===== config.mk =====
export PLATFORM = sky130hd
export DESIGN_NAME = key_color_rectangle_corner_finder_top_flat
export DESIGN_NICKNAME = d
export VERILOG_FILES = /design/src/hdl/kcrcf_pkg.sv /design/src/hdl/kcrcf_ifs.sv /design/src/hdl/kcrcf_fifo.sv /design/src/hdl/kcrcf_front.sv /design/src/hdl/kcrcf_back.sv /design/src/hdl/key_color_rectangle_corner_finder_top.sv /design/src/flat_wrapper.sv
export SDC_FILE = /design/constraint.sdc
export NUM_CORES = 2
export LEC_CHECK = 0
export BUFFER_PORTS_ARGS = -buffer_cell sky130_fd_sc_hd__buf_2
export CAP_MARGIN = 15
export CORE_ASPECT_RATIO = 1.75
export CORE_UTILIZATION = 30
export CTS_BUF_LIST = sky130_fd_sc_hd__clkbuf_8 sky130_fd_sc_hd__clkbuf_16
export CTS_CLUSTER_DIAMETER = 200
export DETAILED_ROUTE_END_ITERATION = 7
export PLACE_DENSITY_LB_ADDON = 0.08
export SKIP_CTS_REPAIR_TIMING = 1
export SYNTH_ARGS = -nofsm -noshare
export SYNTH_HDL_FRONTEND = slang
export SYNTH_SLANG_ARGS = --single-unit

===== constraint.sdc =====
create_clock -name clk -period 34 [get_ports clk]
set_input_delay 6.8 -clock clk [delete_from_list [all_inputs] [get_ports clk]]
set_output_delay 6.8 -clock clk [all_outputs]
set_load 0.005 [all_outputs]

===== src/hdl/kcrcf_pkg.sv =====
`timescale 1ns / 1ps
// Shared constants, register indexes and types of the key color rectangle corner finder.
package kcrcf_pkg;

    localparam int MAX_WIDTH = 1024;
    localparam int MAX_RECTS = 16;

    localparam int CW     = 8;
    localparam int XW     = $clog2(MAX_WIDTH);
    localparam int WW     = XW + 1;
    localparam int YW     = 10;
    localparam int RIW    = $clog2(MAX_RECTS);
    localparam int RCW    = $clog2(MAX_RECTS + 1);
    localparam int CFG_IW = 3;
    localparam int CFG_DW = WW;
    localparam int QDEPTH = 4;
    localparam int QAW    = $clog2(QDEPTH);

    localparam logic [CFG_IW-1:0] REG_KEY_BLUE    = 3'd0;
    localparam logic [CFG_IW-1:0] REG_KEY_GREEN   = 3'd1;
    localparam logic [CFG_IW-1:0] REG_KEY_RED     = 3'd2;
    localparam logic [CFG_IW-1:0] REG_IMAGE_WIDTH = 3'd3;
    localparam logic [CFG_IW-1:0] REG_SCAN_WIDTH  = 3'd4;
    localparam logic [CFG_IW-1:0] REG_SCAN_HEIGHT = 3'd5;

    localparam logic [CW-1:0] KEY_BLUE_RST    = 8'd76;
    localparam logic [CW-1:0] KEY_GREEN_RST   = 8'd177;
    localparam logic [CW-1:0] KEY_RED_RST     = 8'd34;
    localparam logic [WW-1:0] IMAGE_WIDTH_RST = WW'(640);
    localparam logic [XW-1:0] SCAN_WIDTH_RST  = XW'(150);
    localparam logic [YW-1:0] SCAN_HEIGHT_RST = YW'(70);

    localparam logic [1:0] CORNER_TL = 2'd0;
    localparam logic [1:0] CORNER_TR = 2'd1;
    localparam logic [1:0] CORNER_BL = 2'd2;
    localparam logic [1:0] CORNER_BR = 2'd3;

    typedef struct packed {
        logic [CW-1:0] key_blue;
        logic [CW-1:0] key_green;
        logic [CW-1:0] key_red;
        logic [WW-1:0] image_width;
        logic [XW-1:0] scan_width;
        logic [YW-1:0] scan_height;
    } cfg_t;

    typedef struct packed {
        logic          clear;
        logic [1:0]    kind;
        logic [XW-1:0] x;
        logic [YW-1:0] y;
    } cmd_t;

endpackage


===== src/hdl/kcrcf_ifs.sv =====
`timescale 1ns / 1ps
// Pixel and corner channel interfaces.
interface kcrcf_pixel_if;
    import kcrcf_pkg::*;

    logic          valid;
    logic          ready;
    logic [CW-1:0] blue;
    logic [CW-1:0] green;
    logic [CW-1:0] red;
    logic          frame_start;

    modport source (output valid, output blue, output green, output red,
                    output frame_start, input ready);
    modport sink   (input valid, input blue, input green, input red,
                    input frame_start, output ready);
endinterface

interface kcrcf_corner_if;
    import kcrcf_pkg::*;

    logic           valid;
    logic           ready;
    logic [RIW-1:0] rect_index;
    logic [1:0]     corner_kind;
    logic [XW-1:0]  corner_x;
    logic [YW-1:0]  corner_y;
    logic           error_flag;
    logic           last_of_run;

    modport source (output valid, output rect_index, output corner_kind, output corner_x,
                    output corner_y, output error_flag, output last_of_run, input ready);
    modport sink   (input valid, input rect_index, input corner_kind, input corner_x,
                    input corner_y, input error_flag, input last_of_run, output ready);
endinterface


===== src/hdl/kcrcf_fifo.sv =====
`timescale 1ns / 1ps
// Short command queue between the classifier and the rectangle table.
module kcrcf_fifo
(
    input  logic            clk,
    input  logic            rst_n,
    input  logic            push_valid,
    output logic            push_ready,
    input  kcrcf_pkg::cmd_t push_data,
    output logic            pop_valid,
    input  logic            pop_ready,
    output kcrcf_pkg::cmd_t pop_data
);
    import kcrcf_pkg::*;

    cmd_t           mem_reg [QDEPTH];
    logic [QAW-1:0] wr_ptr_reg;
    logic [QAW-1:0] rd_ptr_reg;
    logic [QAW:0]   count_reg;
    logic [QAW-1:0] wr_ptr_next;
    logic [QAW-1:0] rd_ptr_next;
    logic [QAW:0]   count_next;
    logic           do_push;
    logic           do_pop;

    assign push_ready = (count_reg != (QAW+1)'(QDEPTH));
    assign pop_valid  = (count_reg != '0);
    assign pop_data   = mem_reg[rd_ptr_reg];
    assign do_push    = push_valid && push_ready;
    assign do_pop     = pop_valid && pop_ready;

    always_comb
    begin
        wr_ptr_next = do_push ? QAW'(wr_ptr_reg + 1'b1) : wr_ptr_reg;
        rd_ptr_next = do_pop ? QAW'(rd_ptr_reg + 1'b1) : rd_ptr_reg;
        count_next  = count_reg;
        if (do_push && !do_pop)
        begin
            count_next = (QAW+1)'(count_reg + 1'b1);
        end
        else if (do_pop && !do_push)
        begin
            count_next = (QAW+1)'(count_reg - 1'b1);
        end
    end

    always_ff @(posedge clk or negedge rst_n)
    begin
        if (!rst_n)
        begin
            wr_ptr_reg <= '0;
            rd_ptr_reg <= '0;
            count_reg  <= '0;
        end
        else
        begin
            wr_ptr_reg <= wr_ptr_next;
            rd_ptr_reg <= rd_ptr_next;
            count_reg  <= count_next;
        end
    end

    always_ff @(posedge clk)
    begin
        if (do_push)
        begin
            mem_reg[wr_ptr_reg] <= push_data;
        end
    end

endmodule


===== src/hdl/kcrcf_front.sv =====
`timescale 1ns / 1ps
// Pixel front end: raster counters, key flag row memory and corner classification.
module kcrcf_front
(
    input  logic            clk,
    input  logic            rst_n,
    input  kcrcf_pkg::cfg_t cfg,
    kcrcf_pixel_if.sink     pixel,
    output logic            push_valid,
    input  logic            push_ready,
    output kcrcf_pkg::cmd_t push_data
);
    import kcrcf_pkg::*;

    logic [1:0]    flag_mem [MAX_WIDTH];
    logic [1:0]    rd0_reg;
    logic [1:0]    rd1_reg;

    logic [XW-1:0] col_reg;
    logic [YW-1:0] row_reg;
    logic [XW-1:0] col_next;
    logic [YW-1:0] row_next;

    logic          s_valid_reg;
    logic          s_valid_next;
    logic [XW-1:0] s_x_reg;
    logic [YW-1:0] s_cy_reg;
    logic          s_key_reg;
    logic          s_elig_reg;
    logic          s_top_ok_reg;
    logic          s_left_ok_reg;
    logic          s_right_ok_reg;
    logic          s_clear_reg;
    logic          s_fw0_reg;
    logic          s_fw1_reg;
    logic [1:0]    s_fwd_reg;
    logic          last_e0_reg;

    logic [WW-1:0] w;
    logic          key;
    logic          accept;
    logic          advance;
    logic [XW-1:0] x;
    logic [YW-1:0] r;
    logic [YW-1:0] cy;
    logic [WW-1:0] x1_full;
    logic [XW-1:0] x1;

    logic [1:0]    e;
    logic [1:0]    n;
    logic          corner;
    logic          above;
    logic          below;
    logic          left;
    logic          right;
    logic          has_kind;
    logic [1:0]    kind;
    logic          wr_en;
    logic [1:0]    wr_data;

    // effective row width
    always_comb
    begin
        priority if (cfg.image_width == '0)
        begin
            w = WW'(1);
        end
        else if (cfg.image_width > WW'(MAX_WIDTH))
        begin
            w = WW'(MAX_WIDTH);
        end
        else
        begin
            w = cfg.image_width;
        end
    end

    assign key = (pixel.blue == cfg.key_blue) && (pixel.green == cfg.key_green) &&
                 (pixel.red == cfg.key_red);
    assign accept = pixel.valid && pixel.ready;

    always_comb
    begin
        priority if (pixel.frame_start)
        begin
            x = '0;
            r = '0;
        end
        else if ({1'b0, col_reg} >= w)
        begin
            x = '0;
            r = YW'(row_reg + 1'b1);
        end
        else
        begin
            x = col_reg;
            r = row_reg;
        end
        x1_full = WW'({1'b0, x} + 1'b1);
        x1      = x1_full[XW-1:0];
        cy      = YW'(r - 1'b1);
        if (x1_full >= w)
        begin
            col_next = '0;
            row_next = YW'(r + 1'b1);
        end
        else
        begin
            col_next = x1;
            row_next = r;
        end
    end

    // evaluation of the pixel one row up
    assign e = s_fw0_reg ? s_fwd_reg : rd0_reg;
    assign n = s_fw1_reg ? s_fwd_reg : rd1_reg;

    assign corner = s_elig_reg && e[0];
    assign above  = s_top_ok_reg && e[1];
    assign below  = s_key_reg;
    assign left   = s_left_ok_reg && last_e0_reg;
    assign right  = s_right_ok_reg && n[0];

    always_comb
    begin
        has_kind = corner;
        kind     = CORNER_TL;
        priority if (!above && !left)
        begin
            kind = CORNER_TL;
        end
        else if (!above && !right)
        begin
            kind = CORNER_TR;
        end
        else if (!below && !left)
        begin
            kind = CORNER_BL;
        end
        else if (!below && !right)
        begin
            kind = CORNER_BR;
        end
        else
        begin
            has_kind = 1'b0;
        end
    end

    assign push_valid = s_valid_reg && (s_clear_reg || has_kind);
    assign advance    = !push_valid || push_ready;
    assign pixel.ready = advance;

    assign push_data.clear = s_clear_reg;
    assign push_data.kind  = kind;
    assign push_data.x     = s_x_reg;
    assign push_data.y     = s_cy_reg;

    assign wr_en   = s_valid_reg && advance;
    assign wr_data = {e[0], s_key_reg};

    always_comb
    begin
        s_valid_next = s_valid_reg;
        if (accept)
        begin
            s_valid_next = 1'b1;
        end
        else if (advance)
        begin
            s_valid_next = 1'b0;
        end
    end

    always_ff @(posedge clk or negedge rst_n)
    begin
        if (!rst_n)
        begin
            col_reg     <= '0;
            row_reg     <= '0;
            s_valid_reg <= 1'b0;
            last_e0_reg <= 1'b0;
        end
        else
        begin
            s_valid_reg <= s_valid_next;
            if (accept)
            begin
                col_reg <= col_next;
                row_reg <= row_next;
            end
            if (wr_en)
            begin
                last_e0_reg <= e[0];
            end
        end
    end

    always_ff @(posedge clk)
    begin
        if (accept)
        begin
            s_x_reg        <= x;
            s_cy_reg       <= cy;
            s_key_reg      <= key;
            s_elig_reg     <= (r != '0) && (x < cfg.scan_width) && (cy < cfg.scan_height);
            s_top_ok_reg   <= (cy != '0);
            s_left_ok_reg  <= (x != '0);
            s_right_ok_reg <= (x1_full < w);
            s_clear_reg    <= pixel.frame_start;
            // bypass a flag word written at the same edge
            s_fw0_reg      <= wr_en && (s_x_reg == x);
            s_fw1_reg      <= wr_en && (s_x_reg == x1);
            s_fwd_reg      <= wr_data;
        end
    end

    always_ff @(posedge clk)
    begin
        if (wr_en)
        begin
            flag_mem[s_x_reg] <= wr_data;
        end
        if (accept)
        begin
            rd0_reg <= flag_mem[x];
            rd1_reg <= flag_mem[x1];
        end
    end

    a_stall_holds: assert property (@(posedge clk) disable iff (!rst_n)
        s_valid_reg && !advance |=> s_valid_reg && $stable(s_x_reg))
        else $error("front stage lost a stalled pixel");

    a_accept_fills: assert property (@(posedge clk) disable iff (!rst_n)
        accept |=> s_valid_reg)
        else $error("accepted pixel did not reach the evaluation stage");

endmodule


===== src/hdl/kcrcf_back.sv =====
`timescale 1ns / 1ps
// Rectangle table: applies classified corners and drives the result register.
module kcrcf_back
(
    input  logic            clk,
    input  logic            rst_n,
    input  logic            cmd_valid,
    output logic            cmd_ready,
    input  kcrcf_pkg::cmd_t cmd_data,
    kcrcf_corner_if.source  corner
);
    import kcrcf_pkg::*;

    logic [XW-1:0]        edge_x_reg [MAX_RECTS];
    logic [MAX_RECTS-1:0] edge_valid_reg;
    logic [MAX_RECTS-1:0] edge_valid_next;
    logic [RCW-1:0]       rect_count_reg;
    logic [RCW-1:0]       rect_count_next;
    logic [RIW-1:0]       cur_reg;
    logic [RIW-1:0]       cur_next;
    logic [MAX_RECTS-1:0] mask_reg;
    logic [MAX_RECTS-1:0] mask_next;
    logic [XW-1:0]        bl_x_reg;
    logic [YW-1:0]        bl_y_reg;

    logic                 o_valid_reg;
    logic [RIW-1:0]       o_idx_reg;
    logic [1:0]           o_kind_reg;
    logic [XW-1:0]        o_x_reg;
    logic [YW-1:0]        o_y_reg;
    logic                 o_err_reg;
    logic                 o_last_reg;

    logic                 out_free;
    logic                 draining;
    logic                 pop;
    logic [MAX_RECTS-1:0] match;
    logic [RIW-1:0]       match_hi;
    logic [RIW-1:0]       low_idx;
    logic [MAX_RECTS-1:0] low_onehot;
    logic [MAX_RECTS-1:0] rest;
    logic [RIW-1:0]       count_idx;
    logic                 full;

    logic                 load;
    logic [RIW-1:0]       n_idx;
    logic [1:0]           n_kind;
    logic [XW-1:0]        n_x;
    logic [YW-1:0]        n_y;
    logic                 n_err;
    logic                 n_last;
    logic                 edge_we;
    logic                 bl_we;

    assign out_free  = !o_valid_reg || corner.ready;
    assign draining  = (mask_reg != '0);
    assign cmd_ready = out_free && !draining;
    assign pop       = cmd_valid && cmd_ready;
    assign count_idx = rect_count_reg[RIW-1:0];
    assign full      = (rect_count_reg >= RCW'(MAX_RECTS));

    assign low_onehot = mask_reg & (~mask_reg + 1'b1);
    assign rest       = mask_reg & ~low_onehot;

    always_comb
    begin
        match_hi = '0;
        low_idx  = '0;
        for (int i = 0; i < MAX_RECTS; i++)
        begin
            match[i] = edge_valid_reg[i] && (edge_x_reg[i] == cmd_data.x);
            if (match[i])
            begin
                match_hi = RIW'(i);
            end
        end
        for (int i = MAX_RECTS - 1; i >= 0; i--)
        begin
            if (mask_reg[i])
            begin
                low_idx = RIW'(i);
            end
        end
    end

    always_comb
    begin
        edge_valid_next = edge_valid_reg;
        rect_count_next = rect_count_reg;
        cur_next        = cur_reg;
        mask_next       = mask_reg;
        edge_we         = 1'b0;
        bl_we           = 1'b0;
        load            = 1'b0;
        n_idx           = '0;
        n_kind          = cmd_data.kind;
        n_x             = cmd_data.x;
        n_y             = cmd_data.y;
        n_err           = 1'b0;
        n_last          = 1'b1;
        if (draining)
        begin
            if (out_free)
            begin
                load      = 1'b1;
                n_idx     = low_idx;
                n_kind    = CORNER_BL;
                n_x       = bl_x_reg;
                n_y       = bl_y_reg;
                n_last    = (rest == '0);
                mask_next = rest;
            end
        end
        else if (pop)
        begin
            if (cmd_data.clear)
            begin
                edge_valid_next = '0;
                rect_count_next = '0;
                cur_next        = '0;
            end
            else
            begin
                unique case (cmd_data.kind)
                    CORNER_TL:
                    begin
                        load = 1'b1;
                        if (full)
                        begin
                            n_err = 1'b1;
                        end
                        else
                        begin
                            edge_we                    = 1'b1;
                            edge_valid_next[count_idx] = 1'b1;
                            cur_next                   = count_idx;
                            rect_count_next            = RCW'(rect_count_reg + 1'b1);
                            n_idx                      = count_idx;
                        end
                    end
                    CORNER_TR, CORNER_BR:
                    begin
                        load = 1'b1;
                        if (rect_count_reg == '0)
                        begin
                            n_err = 1'b1;
                        end
                        else
                        begin
                            n_idx = cur_reg;
                        end
                    end
                    CORNER_BL:
                    begin
                        edge_valid_next = edge_valid_reg & ~match;
                        mask_next       = match;
                        bl_we           = 1'b1;
                        if (match != '0)
                        begin
                            cur_next = match_hi;
                        end
                    end
                endcase
            end
        end
    end

    always_ff @(posedge clk or negedge rst_n)
    begin
        if (!rst_n)
        begin
            edge_valid_reg <= '0;
            rect_count_reg <= '0;
            cur_reg        <= '0;
            mask_reg       <= '0;
            o_valid_reg    <= 1'b0;
        end
        else
        begin
            edge_valid_reg <= edge_valid_next;
            rect_count_reg <= rect_count_next;
            cur_reg        <= cur_next;
            mask_reg       <= mask_next;
            o_valid_reg    <= load || (o_valid_reg && !corner.ready);
        end
    end

    always_ff @(posedge clk)
    begin
        if (edge_we)
        begin
            edge_x_reg[count_idx] <= cmd_data.x;
        end
        if (bl_we)
        begin
            bl_x_reg <= cmd_data.x;
            bl_y_reg <= cmd_data.y;
        end
        if (load)
        begin
            o_idx_reg  <= n_idx;
            o_kind_reg <= n_kind;
            o_x_reg    <= n_x;
            o_y_reg    <= n_y;
            o_err_reg  <= n_err;
            o_last_reg <= n_last;
        end
    end

    assign corner.valid       = o_valid_reg;
    assign corner.rect_index  = o_idx_reg;
    assign corner.corner_kind = o_kind_reg;
    assign corner.corner_x    = o_x_reg;
    assign corner.corner_y    = o_y_reg;
    assign corner.error_flag  = o_err_reg;
    assign corner.last_of_run = o_last_reg;

    a_drain_blocks_pop: assert property (@(posedge clk) disable iff (!rst_n)
        draining |-> !cmd_ready)
        else $error("command popped while bottom-left results pending");

    a_valid_count: assert property (@(posedge clk) disable iff (!rst_n)
        $countones(edge_valid_reg) <= rect_count_reg)
        else $error("more open edges than rectangles");

    a_bl_clears: assert property (@(posedge clk) disable iff (!rst_n)
        pop && !cmd_data.clear && cmd_data.kind == CORNER_BL |=>
        (mask_reg & edge_valid_reg) == '0)
        else $error("matched left edge still valid");

endmodule


===== src/hdl/key_color_rectangle_corner_finder_top.sv =====
`timescale 1ns / 1ps
// Top level: configuration registers, pixel front end, command queue and rectangle table.
// A pixel is registered into the evaluation stage when accepted and classified there; its word then
// passes the queue and the result register, a bottom-left corner only after storing its matches.
// Throughput: one pixel per cycle unless the queue stalls; one flag row read and write per pixel;
// the table gives at most one word per cycle; a bottom-left corner with m matches gives m words.
// Reset: counters, rectangle table and queue clear, configuration returns to its defaults;
// the key flag row memory is not cleared, so no clearing pass is needed.
module key_color_rectangle_corner_finder_top
(
    input  logic                          clk,
    input  logic                          rst_n,
    input  logic                          cfg_we,
    input  logic [kcrcf_pkg::CFG_IW-1:0]  cfg_index,
    input  logic [kcrcf_pkg::CFG_DW-1:0]  cfg_data,
    kcrcf_pixel_if.sink                   pixel,
    kcrcf_corner_if.source                corner
);
    import kcrcf_pkg::*;

    cfg_t cfg_reg;
    cfg_t cfg_next;
    logic q_push_valid;
    logic q_push_ready;
    cmd_t q_push_data;
    logic q_pop_valid;
    logic q_pop_ready;
    cmd_t q_pop_data;

    always_comb
    begin
        cfg_next = cfg_reg;
        if (cfg_we)
        begin
            unique case (cfg_index)
                REG_KEY_BLUE:    cfg_next.key_blue    = cfg_data[CW-1:0];
                REG_KEY_GREEN:   cfg_next.key_green   = cfg_data[CW-1:0];
                REG_KEY_RED:     cfg_next.key_red     = cfg_data[CW-1:0];
                REG_IMAGE_WIDTH: cfg_next.image_width = cfg_data[WW-1:0];
                REG_SCAN_WIDTH:  cfg_next.scan_width  = cfg_data[XW-1:0];
                REG_SCAN_HEIGHT: cfg_next.scan_height = cfg_data[YW-1:0];
                default:         cfg_next = cfg_reg;
            endcase
        end
    end

    always_ff @(posedge clk or negedge rst_n)
    begin
        if (!rst_n)
        begin
            cfg_reg.key_blue    <= KEY_BLUE_RST;
            cfg_reg.key_green   <= KEY_GREEN_RST;
            cfg_reg.key_red     <= KEY_RED_RST;
            cfg_reg.image_width <= IMAGE_WIDTH_RST;
            cfg_reg.scan_width  <= SCAN_WIDTH_RST;
            cfg_reg.scan_height <= SCAN_HEIGHT_RST;
        end
        else
        begin
            cfg_reg <= cfg_next;
        end
    end

    kcrcf_front u_front
    (
        .clk        (clk),
        .rst_n      (rst_n),
        .cfg        (cfg_reg),
        .pixel      (pixel),
        .push_valid (q_push_valid),
        .push_ready (q_push_ready),
        .push_data  (q_push_data)
    );

    kcrcf_fifo u_queue
    (
        .clk        (clk),
        .rst_n      (rst_n),
        .push_valid (q_push_valid),
        .push_ready (q_push_ready),
        .push_data  (q_push_data),
        .pop_valid  (q_pop_valid),
        .pop_ready  (q_pop_ready),
        .pop_data   (q_pop_data)
    );

    kcrcf_back u_back
    (
        .clk       (clk),
        .rst_n     (rst_n),
        .cmd_valid (q_pop_valid),
        .cmd_ready (q_pop_ready),
        .cmd_data  (q_pop_data),
        .corner    (corner)
    );

endmodule

===== src/flat_wrapper.sv =====
// flat-port wrapper written by rule: the top's interface ports become plain ports
module key_color_rectangle_corner_finder_top_flat import kcrcf_pkg::*;
  (clk, rst_n, cfg_we, cfg_index, cfg_data, pixel_valid, pixel_blue, pixel_green, pixel_red, pixel_frame_start, pixel_ready, corner_valid, corner_rect_index, corner_corner_kind, corner_corner_x, corner_corner_y, corner_error_flag, corner_last_of_run, corner_ready);
  kcrcf_pixel_if pixel_i ();
  kcrcf_corner_if corner_i ();
  input  logic clk;
  input  logic rst_n;
  input  logic cfg_we;
  input  logic [kcrcf_pkg::CFG_IW-1:0] cfg_index;
  input  logic [kcrcf_pkg::CFG_DW-1:0] cfg_data;
  input wire logic [$bits(pixel_i.valid)-1:0] pixel_valid;
  input wire logic [$bits(pixel_i.blue)-1:0] pixel_blue;
  input wire logic [$bits(pixel_i.green)-1:0] pixel_green;
  input wire logic [$bits(pixel_i.red)-1:0] pixel_red;
  input wire logic [$bits(pixel_i.frame_start)-1:0] pixel_frame_start;
  output wire logic [$bits(pixel_i.ready)-1:0] pixel_ready;
  output wire logic [$bits(corner_i.valid)-1:0] corner_valid;
  output wire logic [$bits(corner_i.rect_index)-1:0] corner_rect_index;
  output wire logic [$bits(corner_i.corner_kind)-1:0] corner_corner_kind;
  output wire logic [$bits(corner_i.corner_x)-1:0] corner_corner_x;
  output wire logic [$bits(corner_i.corner_y)-1:0] corner_corner_y;
  output wire logic [$bits(corner_i.error_flag)-1:0] corner_error_flag;
  output wire logic [$bits(corner_i.last_of_run)-1:0] corner_last_of_run;
  input wire logic [$bits(corner_i.ready)-1:0] corner_ready;
  assign pixel_i.valid = pixel_valid;
  assign pixel_i.blue = pixel_blue;
  assign pixel_i.green = pixel_green;
  assign pixel_i.red = pixel_red;
  assign pixel_i.frame_start = pixel_frame_start;
  assign pixel_ready = pixel_i.ready;
  assign corner_valid = corner_i.valid;
  assign corner_rect_index = corner_i.rect_index;
  assign corner_corner_kind = corner_i.corner_kind;
  assign corner_corner_x = corner_i.corner_x;
  assign corner_corner_y = corner_i.corner_y;
  assign corner_error_flag = corner_i.error_flag;
  assign corner_last_of_run = corner_i.last_of_run;
  assign corner_i.ready = corner_ready;
  key_color_rectangle_corner_finder_top u_core (.clk(clk), .rst_n(rst_n), .cfg_we(cfg_we), .cfg_index(cfg_index), .cfg_data(cfg_data), .pixel(pixel_i), .corner(corner_i));
endmodule

Word-level counts from Yosys, hierarchy flattened
Memory sizes are Yosys's and may differ from the RTL's. A register that Yosys moved wholly into a read port is not among the register bits.
Cells that the tools add are included.

storage, ports and cells
  register bits after elaboration = 204
  bits in writable memories = 2,300
  output and inout bits = 30
  logic and storage cells = 294
  memories kept = 3

operators by class
  add/sub/neg operators = 10
  $lt $le $gt $ge = 9
  equality and inequality tests = 35
  multiplexer cells = 106
  bitwise gates (word level) = 9
  reduce and logical (&&, ||, !) cells = 85

memories
  name                      depth  width  read ports  clocked after Yosys merged registers in  wr ports  RTL line           source
  u_core.u_front.flag_mem   1,024  2      2           2                                        1         kcrcf_front.sv:15  logic [1:0] flag_mem [MAX_WIDTH];
  u_core.u_back.edge_x_reg  16     10     16          0                                        1         kcrcf_back.sv:14   logic [XW-1:0] edge_x_reg [MAX_RECTS];
  u_core.u_queue.mem_reg    4      23     1           0                                        1         kcrcf_fifo.sv:16   cmd_t mem_reg [QDEPTH];

operators with widths
  kind                                                              number
  10-bit equality test                                              18
  4-bit two-way mux                                                 38
  16-bit two-way mux                                                7
  10-bit two-way mux                                                10
  16-bit bitwise AND                                                3
  16-bit inverter                                                   3
  1-bit logical AND                                                 40
  16-bit case mux with 2 select lines                               1
  16-bit nonzero test                                               2
  1-bit two-way mux                                                 31
  10-bit nonzero test                                               3
  8-bit equality test                                               3
  11-bit two-way mux                                                2
  10-bit by 1-bit adder with 10-bit output (second input constant)  2
  10-bit < comparator                                               2
  16-bit by 1-bit adder with 16-bit output (second input constant)  1
  16-bit logical NOT                                                1
  2-bit two-way mux                                                 8
  16-bit bitwise OR                                                 1
  4-bit case mux with 2 select lines                                2
  5-bit two-way mux                                                 3
  2-bit AND reduction                                               7
  4-bit AND reduction                                               3
  10-bit by 1-bit adder with 11-bit output (second input constant)  1
  36 further kinds                                                  62

Longest topological paths before layout
An unclocked memory read counts as a cell.

  word-level depth = 21
  depth in mapped cells = 34
  mapped depth without buffers = 27

Modules after synthesis
A second synthesis with hierarchy kept.

second synthesis, totals
  cell total of the unflattened synthesis = 9,792
  area, all modules = 115,731.0 µm²

by module, submodules not included
  module                                 instances  cells each  area an instance (µm²)  seq. area each (µm²)
  kcrcf_front                            1          8,662       98,535.8                63,040.5
  kcrcf_back                             1          853         11,300.8                7,297.0
  kcrcf_fifo                             1          156         3,772.4                 2,937.8
  key_color_rectangle_corner_finder_top  1          121         2,122.0                 1,398.8

Least setup slack after synthesis
No wires, ideal clock.

  kind = register to output
  from = register u_core.u_front.s_key_reg (netlist: u_core.u_front.below)
  to = output pixel_ready
  arrival = 13.758 ns
  required time = 27.200 ns
  slack = 13.442 ns
  stages on the path, launching flop included = 4
  cells stage by stage = edfxtp_1 > and3_1 > nor3_1 > o2111ai_1

on the way
  longest elaborated chain between the ends = 10

ends and longest elaborated chain
  element                 RTL line                                source
  start, declared         kcrcf_front.sv:28                       logic s_key_reg;
  start signal, assigned  kcrcf_front.sv:205                      s_key_reg <= key;
  1-bit logical NOT *     kcrcf_front.sv:136, kcrcf_front.sv:140
  1-bit logical AND       kcrcf_front.sv:140                      else if (!below && !right)
  1-bit two-way mux       kcrcf_front.sv:140
  1-bit two-way mux *     kcrcf_front.sv:136                      else if (!below && !left)
  1-bit two-way mux *     kcrcf_front.sv:132                      else if (!above && !right)
  1-bit two-way mux *     kcrcf_front.sv:128                      priority if (!above && !left)
  1-bit logical OR *      kcrcf_front.sv:150                      assign push_valid = s_valid_reg && (s_clear_reg || has_kind);
  1-bit logical AND *     kcrcf_front.sv:150
  1-bit logical NOT *     kcrcf_front.sv:151                      assign advance = !push_valid || push_ready;
  1-bit logical OR *      kcrcf_front.sv:151
  end, declared           flat_wrapper.sv:16                      output wire logic [$bits(pixel_i.ready)-1:0] pixel_ready;

Mark *: on every way between the ends. The rest lies on a longest branch, timed or not.

Final worst setup path
  from = input pixel_frame_start
  to = register u_core.u_front.rd1_reg[0] (read register of u_core.u_front.flag_mem), data pin

on the way
  longest elaborated chain between the ends = 2

ends and longest elaborated chain
  element                                   RTL line            source
  start, declared                           flat_wrapper.sv:15  input wire logic [$bits(pixel_i.frame_start)-1:0] pixel_frame_start;
  10-bit two-way mux                        kcrcf_front.sv:84   priority if (pixel.frame_start)
  10-bit by 1-bit adder with 11-bit output  kcrcf_front.sv:99   x1_full = WW'({1'b0, x} + 1'b1);
  end, declared                             kcrcf_front.sv:17   logic [1:0] rd1_reg;

No other way between the ends.
A chain may end at the register's enable or synchronous reset.

==> impl_metrics.toml <==
[sta]
min_period_over_period_pct = 38.4
timing_hold_violations_final = 0
fin_skew_ns = 0.0693
fmax_ghz = 0.0767
slew_viol_final = 0
slew_headroom_pct = 2.65
setup_ws_ns = 20.96
grt_setup_unrepaired = "no"
finalSetupViolCount = 0
layout_min_cycle_time_ns = 13.04
fin_tns_setup_ns = 0
worstMarginPinSlew_ns = 1.44

[yosys]
synth_nets = 9037
synthArstFlopShare_pct = 5.03
synth_ff_type = "edfxtp_1"
postSynthAreaPerCell_sq_um = 12.7
yosys_warnings = 0
synth_edf_count = 2381
synth-seq-area-share_pct = 65.6
synth.distinct_cells = 90
yosys_register_bits = 2507
netlist_area_sq_mm = 0.114
synthCells = 8937

[die]
start_util_pct = 30.2
die_h_um = 817
core_area_sq_mm = 0.377
ioPinCount = 74
core.rowCount = 298
die_area_sq_mm = 0.382
die_x_um = 468

[global_routing]
track_usage_pct = 30.0
gr-total-overflow = 0
grt_antenna_before_repair = 56
grt_pass1_vias = 83700
grt_pass1_wl_um = 771000
grt_max_degree = 176

[clock_tree]
clk_latency_ns = 1.00
cts_inserted_buffers = 249
htreeDepth = 4
clockBufferDepth = 4
clock_sinks = 2507
cts_tree = "done"
root_buffer = "clkbuf_16"
clkTransAtPathRegs_ns = 0.07

[critical_path]
start_kind = "input port"
crit_slowest_cell = "ha_4"
path_common_cell = "buf_4"
endpoint = "u_core.u_front.rd1_reg[0]"
max_stage_delay_ns = 0.83
criticalPathCategory = "in2reg"
critical_path.cell_chain = "buf_2 > nor2b_4 > nand2_1 > a21oi_4 > buf_4 > inv_6 > ha_4 > buf_4 > buf_4 > buf_4 > mux4_2 > o21ai_0 > nor2_1 > nor3_1 > nand4_1 > nand3_1 > o21ai_0 > buf_4 > o311a_1"
cp_max_fo = 33
timing.reg2reg.setup_slack_ns = 24.82
reg2reg_from = "u_core.cfg_reg[30]"
r2r.worst_path.cells = 22
arrival_ns = 13.77
worstSetupEndpointType = "flip-flop"
required_ns = 34.72
reg2reg_to = "u_core.u_front.rd1_reg[0]"
critPathLaunch = "pixel_frame_start"

[pwr]
power_uw = 9190
powerDensity_mw_per_mm2 = 71.0
power.leakage_uw = 0.0410
intPower_uw = 5920
p_sw_share_pct = 35.6
ir_worst_vdd_v = 0.0000473
net-switching-power_uw = 3270
clock_power_share_pct = 31.6
seqPwrFrac_pct = 40.0
comb_power_share_pct = 28.4

[job]
maxCapViolations = 0

[outcome]
status = "finished clean"

[detailed_routing]
post_drt_wl_per_cell_um = 41.5
drt_iter0_drc = 10200
routed_via_density = 5.95
route.detailed.drc = 0
firstDrtPassIters = 8
vias = 83900
wirelength_um = 584000
antenna_left = 0

[hold_path]
min_path_cells = 2
hold_class = "reg2reg"

[placement]
gp_congestion = 0.976
dp_slack_ns = 20.08
portBuffers = 73
dp_hpwl_um = 370000

[layout]
layout-drive-gt1-share_pct = 14.3
final_common_cell = "edfxtp_1"
largest_reg_flops = 2048
postLayoutCoreUtil_pct = 34.3
fill_cells = 37100
synthToLayoutAreaGrowth_pct = 13.6
nNetsFinal = 9010
final_cell_mix = "2381 x edfxtp_1, 1381 x nor2_1, 1082 x nand2_1, 332 x buf_4"
worst max-delay path: cells and delay by family:
kind / cells / cell delay, ns
AOI/OAI and AO/OA: 4 / 1.10
muxes: 1 / 0.39
adders and majority gates: 1 / 0.83
buffers and inverters: 7 / 2.95
and+or+nand+nor: 6 / 1.43
per-stage QoR:
| step | hold WS, ns | cell area (sq um) | cells |
|---|---|---|---|
| global route | 0.505 | 129000 | 14100 |
| floorplan | 0.440 | 114000 | 8937 |
| global placement | 0.460 | 121000 | 13600 |
| finish | 0.472 | 129000 | 14100 |
| CTS | 0.478 | 129000 | 14100 |
| detailed placement | 0.462 | 121000 | 13600 |
cell usage after synthesis, types with 27 or more instances:
library cell | n | share of area (%)
o22a_1 | 27 | 0.21
o211ai_1 | 46 | 0.30
clkbuf_1 | 471 | 1.6
o21ai_0 | 279 | 1.2
buf_1 | 74 | 0.24
nand2_1 | 1128 | 3.7
and2_1 | 40 | 0.22
ha_1 | 55 | 0.60
a21oi_1 | 280 | 1.2
mux2_2 | 70 | 0.69
buf_2 | 107 | 0.47
nor4_1 | 71 | 0.39
and3_1 | 36 | 0.20
o221ai_1 | 142 | 1.1
buf_4 | 30 | 0.20
xnor2_1 | 162 | 1.2
a221oi_1 | 27 | 0.21
xor2_1 | 77 | 0.59
or3_1 | 27 | 0.15
a31oi_1 | 151 | 0.83
nand3_1 | 283 | 1.2
nor2b_1 | 41 | 0.23
dfrtp_1 | 108 | 2.4
nor2_1 | 1396 | 4.6
a211oi_1 | 82 | 0.54
mux2i_1 | 278 | 2.4
inv_1 | 50 | 0.16
nand4_1 | 86 | 0.47
nor3_1 | 126 | 0.55
mux4_2 | 259 | 5.1
o22ai_1 | 149 | 0.82
o31ai_1 | 38 | 0.25
edfxtp_1 | 2381 | 63
layout make-up:
cell class | instances | area (sq um) | area share [%]
flip-flops and latches | 2507 | 74700 | 57.8
inverters | 60 | 255 | 0.197
diodes | 30 | 75.1 | 0.0581
clock inverters | 189 | 1790 | 1.38
clock buffers | 259 | 6400 | 4.95
multi-input cells | 5666 | 36700 | 28.4
well taps | 4950 | 6190 | 4.79
repair buffers | 426 | 3200 | 2.47
power groups by stage:
stage	Combinational [uW]	Sequential (uW)	Clock [uW]
2_1_floorplan	1330	3800	0
3_3_place_gp	2580	3740	0
3_5_place_dp	2580	3740	0
4_1_cts	2590	3670	2940
5_1_grt	2670	3680	3030
6_report	2610	3670	2900
routing by layer:
layer	global-route usage, %	wire [um]	vias up
met5	0	143	-
met4	24.1	55000	20
met3	4.80	39600	1496
met2	51.3	289000	4521
met1	32.7	200000	44300
li1	-	-	33600
logic make-up (layout without fill, tap and decap cells):
family                     Yosys count  after routing  synth area share [%]
and+or+nand+nor                   3332           3332                  12.4
DFF                               2507           2507                  65.6
AOI/OAI and AO/OA                 1429           1429                  8.29
buffers and inverters              764            934                  2.90
muxes                              607            607                  8.26
xor gates and xnor gates           239            239                  1.84
adders and majority gates           59             59                 0.649
other                                0             30                     0
worst min-delay path by stage:
stage,to,slack [ns],from
detailed placement,u_core.u_back.cur_reg[3],0.46,u_core.u_back.cur_reg[3]
CTS,u_core.u_back.cur_reg[3],0.48,u_core.u_back.cur_reg[3]
floorplan,u_core.u_back.cur_reg[3],0.44,u_core.u_back.cur_reg[3]
global route,u_core.u_back.cur_reg[2],0.51,u_core.u_back.cur_reg[2]
finish,u_core.u_back.cur_reg[3],0.47,u_core.u_back.cur_reg[3]
global placement,u_core.u_back.cur_reg[3],0.46,u_core.u_back.cur_reg[3]
Note: power is estimated with default switching activity, not from simulation.
